File: config.mk
export PLATFORM = sky130hd
export DESIGN_NAME = arpc_ctrl
export DESIGN_NICKNAME = d
export VERILOG_FILES = /design/src/rtl/arpc_pkg.sv /design/src/rtl/arpc_ctrl.sv
export SDC_FILE = /design/constraint.sdc
export NUM_CORES = 1
export LEC_CHECK = 0
export BUFFER_PORTS_ARGS = -buffer_cell sky130_fd_sc_hd__buf_4
export CORE_AREA = 2 2 39 41
export CTS_CLUSTER_SIZE = 12
export DETAILED_ROUTE_END_ITERATION = 8
export DIE_AREA = 0 0 41 43
export GPL_TIMING_DRIVEN = 0
export HOLD_SLACK_MARGIN = 0.02
export PLACE_DENSITY = 0.65
export SYNTH_ARGS = -nofsm -noshare
export SYNTH_HDL_FRONTEND = slang
export SYNTH_SLANG_ARGS = --single-unit
File: constraint.sdc
create_clock -name clk -period 1.1 [get_ports clk]
set_input_delay 0.11 -clock clk [delete_from_list [all_inputs] [get_ports clk]]
set_output_delay 0.11 -clock clk [all_outputs]
set_load 0.05 [all_outputs]
File: src/rtl/arpc_pkg.sv
`timescale 1ns / 1ps
// shared types, constants and hash helpers for the arp cache insert core
package arpc_pkg;

  // table size, a power of two
  localparam int TABLE_SLOTS = 256;
  localparam int SLOT_W      = $clog2(TABLE_SLOTS);

  localparam int IP_W    = 32;
  localparam int MAC_W   = 48;
  localparam int IFACE_W = 4;
  localparam int STAT_W  = 2;
  localparam int IDX_W   = 8;
  localparam int PAY_W   = MAC_W + IFACE_W;

  // one-at-a-time shift amounts
  localparam int SH_MIX_L  = 10;
  localparam int SH_MIX_R  = 6;
  localparam int SH_FIN1_L = 3;
  localparam int SH_FIN1_R = 11;
  localparam int SH_FIN2_L = 15;

  typedef enum logic [STAT_W-1:0] {
    STAT_INSERTED = 2'd0,
    STAT_PRESENT  = 2'd1,
    STAT_FULL     = 2'd2
  } arpc_status_t;

  typedef enum logic [2:0] {
    ST_IDLE,
    ST_HASH,
    ST_FIN1,
    ST_FIN2,
    ST_READ,
    ST_CHECK
  } arpc_state_t;

  typedef struct packed {
    logic         load;
    logic         hash_step;
    logic [1:0]   byte_sel;
    logic         fin1;
    logic         fin2;
    logic         advance;
    logic         write;
    logic         emit;
    arpc_status_t status;
  } arpc_cmd_t;

  typedef struct packed {
    logic slot_empty;
    logic ip_match;
    logic last_probe;
  } arpc_sts_t;

  // one byte round of the hash
  function automatic logic [IP_W-1:0] oat_mix(input logic [IP_W-1:0] h,
                                              input logic [7:0] b);
    logic [IP_W-1:0] t;
    logic [IP_W-1:0] u;
    t = h + {{(IP_W-8){1'b0}}, b};
    u = t + (t << SH_MIX_L);
    return u ^ (u >> SH_MIX_R);
  endfunction

  // first part of the final avalanche
  function automatic logic [IP_W-1:0] oat_fin1(input logic [IP_W-1:0] h);
    logic [IP_W-1:0] t;
    t = h + (h << SH_FIN1_L);
    return t ^ (t >> SH_FIN1_R);
  endfunction

  // last part of the final avalanche
  function automatic logic [IP_W-1:0] oat_fin2(input logic [IP_W-1:0] h);
    return h + (h << SH_FIN2_L);
  endfunction

endpackage

File: src/rtl/arpc_ctrl.sv
`timescale 1ns / 1ps
// controller: sequences hashing and the probe loop
module arpc_ctrl (
  input  logic              clk,
  input  logic              rst_n,
  input  logic              start,
  output logic              busy,
  input  arpc_pkg::arpc_sts_t sts,
  output arpc_pkg::arpc_cmd_t cmd
);

  arpc_pkg::arpc_state_t state_r, state_nxt;
  logic [1:0] byte_cnt_r, byte_cnt_nxt;

  always_ff @(posedge clk) begin
    if (!rst_n) begin
      state_r    <= arpc_pkg::ST_IDLE;
      byte_cnt_r <= '0;
    end else begin
      state_r    <= state_nxt;
      byte_cnt_r <= byte_cnt_nxt;
    end
  end

  assign busy = (state_r != arpc_pkg::ST_IDLE);

  always_comb begin
    state_nxt     = state_r;
    byte_cnt_nxt  = byte_cnt_r;
    cmd           = '0;
    cmd.byte_sel  = byte_cnt_r;
    cmd.status    = arpc_pkg::STAT_INSERTED;
    unique case (state_r)
      arpc_pkg::ST_IDLE: begin
        if (start) begin
          cmd.load     = 1'b1;
          byte_cnt_nxt = '0;
          state_nxt    = arpc_pkg::ST_HASH;
        end
      end
      arpc_pkg::ST_HASH: begin
        cmd.hash_step = 1'b1;
        byte_cnt_nxt  = byte_cnt_r + 2'd1;
        if (byte_cnt_r == 2'd3) begin
          state_nxt = arpc_pkg::ST_FIN1;
        end
      end
      arpc_pkg::ST_FIN1: begin
        cmd.fin1  = 1'b1;
        state_nxt = arpc_pkg::ST_FIN2;
      end
      arpc_pkg::ST_FIN2: begin
        cmd.fin2  = 1'b1;
        state_nxt = arpc_pkg::ST_READ;
      end
      // wait for the registered table read
      arpc_pkg::ST_READ: begin
        state_nxt = arpc_pkg::ST_CHECK;
      end
      arpc_pkg::ST_CHECK: begin
        if (sts.slot_empty) begin
          cmd.write  = 1'b1;
          cmd.emit   = 1'b1;
          cmd.status = arpc_pkg::STAT_INSERTED;
          state_nxt  = arpc_pkg::ST_IDLE;
        end else if (sts.ip_match) begin
          cmd.emit   = 1'b1;
          cmd.status = arpc_pkg::STAT_PRESENT;
          state_nxt  = arpc_pkg::ST_IDLE;
        end else if (sts.last_probe) begin
          cmd.emit   = 1'b1;
          cmd.status = arpc_pkg::STAT_FULL;
          state_nxt  = arpc_pkg::ST_IDLE;
        end else begin
          cmd.advance = 1'b1;
          state_nxt   = arpc_pkg::ST_READ;
        end
      end
      default: begin
        state_nxt = arpc_pkg::ST_IDLE;
      end
    endcase
  end

endmodule

=== Word-level counts from Yosys, hierarchy flattened ===
Index checks and enable logic that the tools add are counted.

* Register bits after elaboration: 5
* Input bits: 6

* Multiplexer cells: 21
* Add/subtract/negate cells: 1
* Equal/unequal tests: 8
* Reductions and logical operators: 5

{| class="wikitable"
|+ Operators with widths
! cell !! count
|-
| two-way mux 3 bit || 8
|-
| case mux 3 bit (6 select lines) || 1
|-
| two-way mux 1 bit || 9
|-
| equality test 3 x 2 -> 1 bit, second input constant || 2
|-
| equality test 3 bit, second input constant || 2
|-
| two-way mux 5 bit || 1
|-
| != test 2 bit, second input constant || 2
|-
| case mux 2 bit (2 select lines) || 1
|-
| AND reduction 2 bit || 2
|-
| equality test 3 x 1 -> 1 bit, second input constant || 1
|-
| zero test 3 bit || 1
|-
| nonzero test 3 bit || 1
|-
| adder 2 x 1 -> 2 bit, second input constant || 1
|-
| equality test 2 bit, second input constant || 1
|-
| two-way mux 2 bit || 1
|-
| nonzero test 2 bit || 1
|}

=== Longest topological paths before layout ===
Gate-level depths: netlist of run 1.

* Depth in word-level cells: 4
* Depth in mapped cells: 4
* Gate-level depth less buffers: 3

=== Least setup slack after synthesis of run 1 ===
Ideal clock, no wire load.

* Path type: flip-flop to output port
* Start point: reg state_r[0]
* End point: out cmd[0] (netlist bit)
* Data arrival time: 1832 ps
* Setup slack: -842 ps
* Stages on the path, launching flop included: 5
* Path through: dfxtp_1 > buf_4 > nor2b_4 > nand2_2 > nor3b_1

{| class="wikitable"
|+ RTL lines
! element !! line !! source
|-
| start: declaration || arpc_ctrl.sv:12 || <nowiki>arpc_pkg::arpc_state_t state_r, state_nxt;</nowiki>
|-
| start signal: assignment || arpc_ctrl.sv:17 || <nowiki>state_r <= arpc_pkg::ST_IDLE;</nowiki>
|-
| start signal: assignment || arpc_ctrl.sv:20 || <nowiki>state_r <= state_nxt;</nowiki>
|-
| end: declaration || arpc_ctrl.sv:9 || <nowiki>output arpc_pkg::arpc_cmd_t cmd</nowiki>
|}

==> results of run 1 <==
## synthesized netlist by cell type
| cell type | instances | area, µm² |
|---|---|---|
| and3_1 | 2 | 12.5 |
| nor3b_4 | 1 | 18.8 |
| nor2_2 | 1 | 6.26 |
| nor4b_2 | 1 | 15.0 |
| dfxtp_1 | 5 | 100 |
| buf_6 | 1 | 11.3 |
| nand2_1 | 2 | 7.51 |
| o31a_1 | 2 | 17.5 |
| a21oi_1 | 2 | 10.0 |
| buf_4 | 2 | 15.0 |
| nor3_1 | 4 | 20.0 |
| nor2_1 | 6 | 22.5 |
| nor3b_1 | 3 | 22.5 |
| a211oi_2 | 1 | 12.5 |
| nor2b_4 | 1 | 13.8 |
| o31ai_1 | 1 | 7.51 |
| inv_1 | 2 | 7.51 |
| or3_1 | 1 | 6.26 |
| nor2b_1 | 1 | 6.26 |
| ha_1 | 1 | 12.5 |
| nand2_2 | 1 | 6.26 |
| nand2b_1 | 1 | 6.26 |
| nor4_1 | 1 | 6.26 |
## area by class of cell
type	count	area, µm²
fillers	122	589
multi-input cells	33	335
repair buffers	28	278
flip-flops and latches	5	105
clock buffers	4	26.3
plain buffers	2	22.5
well taps	16	20.0
inverters	2	7.51
## critical path, cell delays in order, from the launching register on
cell and delay (ns):
dfxtp_1 0.30, buf_6 0.13, nor2b_4 0.15, nand2_4 0.09, nor4b_4 0.22, buf_6 0.19
## flip-flops by register name, indices dropped and copies added, names as in the netlist
name	flops
state_r	3
byte_cnt_r	2
## routing by layer
metal	vias up	share of wire (%)
li1	215	-
met1	194	38
met2	14	55
met3	2	5.3
met4	0	2.0
met5	-	0
## power by group
group          total [mW]  switching [mW]  internal, mW
combinational       0.240           0.127         0.113
sequential          0.203          0.0102         0.193
clock               0.206          0.0696         0.137
## worst paths after layout
path	start	end	slack [ns]	cells after the start
worst max-delay path	state_r[1]	cmd[1]	-0.32	5
worst max register to register	state_r[1]	byte_cnt_r[1]	-0.19	6
worst min-delay path	rst_n	state_r[2]	0.11	2
worst min register to register	byte_cnt_r[0]	byte_cnt_r[0]	0.47	1
## what timing repair did
item | 4_1_cts | 5_1_grt
pin swaps | 7 | 6
resized for setup | 25 | 8
endpoints found under the setup margin | 11 | 15
setup buffers | 9 | 3
## kinds of logic (layout without fill, tap and decap cells)
kind of cell | after synthesis | after routing
buf+inv | 5 | 36
fa+ha+maj | 1 | 1
flops | 5 | 5
simple gates | 26 | 26
compound gates | 6 | 6
==> flow_metrics.py, run 1 <==
metrics = {
    "run_status": {
        "violations": "negative setup slack",
        "status": "complete, but fails checks",
    },
    "cts": {
        "cts_tree": "yes",
        "insertion_delay_ns": 0.24,
        "clk_pin_slew_ns": 0.04,
        "cts_hold_buffers": 0,
        "root_buffer": "clkbuf_4",
        "htreeDepth": 1,
        "cts_buffers": 3,
        "cts_max_path_buffers": 2,
        "clock-sinks": 5,
    },
    "timing": {
        "tns_ns": -3.25,
        "drv_slew": 0,
        "finClkSkew_ns": 0.00359,
        "period_minus_slack_ns": 1.42,
        "tightest_slew_ns": 0.411,
        "timing.hold.ws_ns": 0.114,
        "fin_crit_sh_pct": 129,
        "worst_slack_ns": -0.321,
        "finalHoldViolations": 0,
        "setup_viol": 14,
        "maxSlewHeadroom_pct": 72.4,
        "fmax_mhz": 704,
        "grt_setup_unrepaired": "yes",
    },
    "final_layout": {
        "antenna_cells": 0,
        "final_core_util_pct": 57.4,
        "fin_area_um2": 795,
        "final_common_cell": "buf_6",
        "layout_common_cells": "buf_6 (14), buf_4 (13), nor2_4 (4), dfxtp_2 (4)",
        "syn2layout_area_growth_pct": 118,
        "layout-drive-gt1-share_pct": 77.0,
        "layout.nets": 82,
        "finalNonFillerCells": 90,
    },
    "place": {
        "gp_congestion": 0.670,
        "dpl_cell_area_um2": 576,
        "io_buffer_count": 17,
        "dp.cells": 76,
        "dp_hpwl_um": 654,
        "pre_cts_ws_ns": -0.154,
    },
    "logic_synthesis": {
        "yosysWarnings": 0,
        "syn_area_per_cell_um2": 8.47,
        "synth_nets": 50,
        "yosysSeqAreaShare_pct": 27.5,
        "synth-simple-area-share_pct": 46.7,
        "synth.area.mux_share_pct": 0,
        "synth_top_family_by_area": "simple AND/OR/NAND/NOR gates",
        "synth_compound_area_share_pct": 13.1,
        "synth.cell_area_um2": 364,
        "synth_xor_area_share_pct": 0,
        "synth-seq-cells": 5,
        "synth_cell_type_count": 23,
        "synth_cells": 43,
        "synth_fa_ha_area_share_pct": 3.44,
    },
    "grt": {
        "grtUsageTotal_pct": 15.0,
        "met1_usage_pct": 15.8,
        "grtUsageMet3_pct": 2.09,
        "antenna_found_initial": 0,
        "busiest_layer": "met2",
        "grt.overflow.total": 0,
        "grt_max_degree": 11,
        "globalRouteMet2Util_pct": 23.4,
        "grt_pass1_vias": 435,
        "grt_first_pass_wirelength_um": 1760,
    },
    "route": {
        "routed_wl_um": 1060,
        "post-route-drc-count": 0,
        "drtIter0Drc": 0,
        "first_pass_iters": 1,
        "via_count": 425,
        "antenna_left": 0,
        "via_per_inst": 4.72,
        "wl_per_cell_um": 11.8,
    },
    "floorplan": {
        "core_area_um2": 1380,
        "fp.dieH_um": 43,
        "start_util_pct": 26.3,
        "design.portCount": 18,
        "rows": 14,
        "die_area_um2": 1760,
        "die_w_um": 41,
    },
    "run": {
        "maxCapViolations": 0,
    },
    "worst_hold_path": {
        "hold_class": "in2reg",
    },
    "worst_setup_path": {
        "end_kind": "output port",
        "startpoint_type": "flop",
        "setup.worst_path.class": "reg2out",
        "cp_max_fo": 5,
        "worstPathRequired_ns": 0.99,
        "arrival_ns": 1.31,
    },
    "power_and_ir_drop": {
        "p_total_uw": 649,
        "powerDensity_nw_per_um2": 817,
        "p_leak_nw": 0.368,
        "vdd_drop_max_uv": 559,
    },
}
Note: power is estimated with default switching activity, not from simulation.
==> run 2, diff against run 1 <==
--- a/config.mk
+++ b/config.mk
@@ -5,14 +5,14 @@
 export SDC_FILE = /design/constraint.sdc
 export NUM_CORES = 1
 export LEC_CHECK = 0
-export BUFFER_PORTS_ARGS = -buffer_cell sky130_fd_sc_hd__buf_4
 export CORE_AREA = 2 2 39 41
 export CTS_CLUSTER_SIZE = 12
 export DETAILED_ROUTE_END_ITERATION = 8
 export DIE_AREA = 0 0 41 43
+export DONT_BUFFER_PORTS = 1
 export GPL_TIMING_DRIVEN = 0
 export HOLD_SLACK_MARGIN = 0.02
-export PLACE_DENSITY = 0.65
+export PLACE_DENSITY = 0.53
 export SYNTH_ARGS = -nofsm -noshare
 export SYNTH_HDL_FRONTEND = slang
 export SYNTH_SLANG_ARGS = --single-unit
==> run 2 against run 1 <==
Compared with the run above: critical endpoint is now cmd[10]; sequential share of layout area is 6.0 points higher; routed wire length is 6.3% lower; fmax is 8.7% lower; final cell count is 20% lower; sequential cell count stayed put; worst hold slack worse by 0.052 ns; the run still ends with negative setup slack left; clock-buffer cell count stayed put; die area stayed put.
==> flow_metrics.py, run 2 (synthesis results as in run 1) <==
metrics = {
    "timing": {
        "setup_viol": 14,
        "finClkSkew_ns": 0.000412,
        "worst_slack_ns": -0.457,
        "drv_slew": 0,
        "finalHoldViolations": 0,
        "fmax_mhz": 642,
        "grt_setup_unrepaired": "yes",
        "tightest_slew_ns": 0.731,
        "fin_crit_sh_pct": 142,
        "maxSlewHeadroom_pct": 51.1,
        "period_minus_slack_ns": 1.56,
    },
    "route": {
        "drtIter0Drc": 0,
        "wl_per_cell_um": 13.8,
        "antenna_left": 0,
        "routed_wl_um": 994,
        "post-route-drc-count": 0,
        "via_count": 367,
        "first_pass_iters": 1,
        "via_per_inst": 5.10,
    },
    "run": {
        "maxCapViolations": 0,
    },
    "final_layout": {
        "largest-register": "state_r",
        "layout.nets": 64,
        "antenna_cells": 0,
        "final_core_util_pct": 42.0,
        "finalNonFillerCells": 72,
        "top_regs": "state_r: 3 flops, byte_cnt_r: 2 flops",
        "largest_reg_flops": 3,
        "syn2layout_area_growth_pct": 59.5,
        "final_common_cell": "buf_4",
        "layout-drive-gt1-share_pct": 58.9,
        "layout_common_cells": "buf_4 (7), nor3_1 (4), nor2_1 (4)",
    },
    "cts": {
        "htreeDepth": 1,
        "cts_max_path_buffers": 2,
        "insertion_delay_ns": 0.24,
        "clock-sinks": 5,
        "cts_tree": "yes",
        "root_buffer": "clkbuf_4",
        "clk_pin_slew_ns": 0.05,
        "cts_buffers": 3,
    },
    "worst_hold_path": {
        "hold_class": "in2reg",
    },
    "worst_setup_path": {
        "crit_slowest_cell": "or3_4",
        "worstPathRequired_ns": 0.99,
        "crit_end": "cmd[10]",
        "rrSetupSlack_ns": -0.37,
        "end_kind": "output port",
        "arrival_ns": 1.45,
        "path_cells": "buf_4 -> or3_4 -> nor2_4",
        "cp_slowest_stage_delay_ns": 0.44,
        "timing.rr.end": "byte_cnt_r[0]",
        "setup.worst_path.class": "reg2out",
        "cp.buffers_inverters": 1,
        "startpoint": "state_r[0]",
        "cp_max_fo": 4,
        "r2r_start": "state_r[0]",
        "crit_family": "simple AND/OR/NAND/NOR gates",
        "worst_r2r_path_depth": 5,
        "crit_cells": 3,
        "startpoint_type": "flop",
    },
    "grt": {
        "grt_max_degree": 11,
        "grtUsageTotal_pct": 13.1,
        "grt_pass1_vias": 363,
        "grt_first_pass_wirelength_um": 1490,
        "antenna_found_initial": 0,
        "grt.overflow.total": 0,
    },
    "power_and_ir_drop": {
        "vdd_drop_max_uv": 465,
        "p_leak_nw": 0.249,
        "powerDensity_nw_per_um2": 985,
    },
    "floorplan": {
        "die_w_um": 41,
        "start_util_pct": 26.3,
        "core_area_um2": 1380,
        "fp.dieH_um": 43,
        "design.portCount": 18,
        "die_area_um2": 1760,
        "rows": 14,
    },
    "run_status": {
        "status": "complete, but fails checks",
        "violations": "negative setup slack",
    },
    "place": {
        "pre_cts_ws_ns": -0.381,
        "io_buffer_count": 0,
        "gp_congestion": 0.717,
        "dp.cells": 59,
        "dp_hpwl_um": 624,
    },
}
run 2: metrics by stage:
step	power, mW	hold slack (ns)	setup TNS, ns	cell area, µm²
final	0.572	0.0618	-3.88	581
after global routing	0.605	0.0570	-4.68	581
after CTS	0.583	0.0526	-5.11	544
after detailed placement	0.336	0.241	-1.87	448
after global placement	0.336	0.238	-1.82	448
after floorplan	0.326	0.230	-1.35	428
run 2: worst register-to-register path: cells and delay by family (launching register included):
kind                   cells  cell delay [ns]
AOI/OAI and AO/OA          1             0.15
and+or+nand+nor            2             0.65
DFF                        1             0.32
buffers and inverters      2             0.26
run 2: power breakdown:
part / switching (mW) / total (mW) / internal [mW]
Combinational: 0.0823 / 0.140 / 0.0581
Sequential: 0.0264 / 0.216 / 0.190
Clock: 0.0777 / 0.215 / 0.137
Total: 0.186 / 0.572 / 0.385
run 2: cell type report:
type	instances	area (µm²)
inverter	2	7.51
buffer	1	15.0
tap	16	20.0
multi-input combinational	33	304
fill	155	803
timing repair buffer	11	96.3
sequential	5	111
clock buffer	4	26.3
run 2: timing repair:
item,in CTS,in global routing
hold endpoints to repair,2,0
endpoints found under the setup margin,14,14
hold buffers,1,0
pin swaps,8,7
buffers inserted,6,4
resized for setup,5,8
run 2: worst min-delay path by stage:
stage          start  cells after the start             to
2_1_floorplan  rst_n                      1     state_r[0]
3_3_place_gp   rst_n                      1     state_r[0]
3_5_place_dp   rst_n                      1     state_r[0]
4_1_cts        rst_n                      2  byte_cnt_r[1]
5_1_grt        rst_n                      2  byte_cnt_r[1]
6_report       rst_n                      2  byte_cnt_r[1]
run 2: metal layers:
layer | wire (µm) | vias up | global-route usage, %
met2 | 514 | 15 | 18.4
li1 | - | 181 | -
met5 | 0 | - | 0
met3 | 87 | 2 | 3.14
met4 | 6 | 0 | 10.0
met1 | 385 | 169 | 16.2
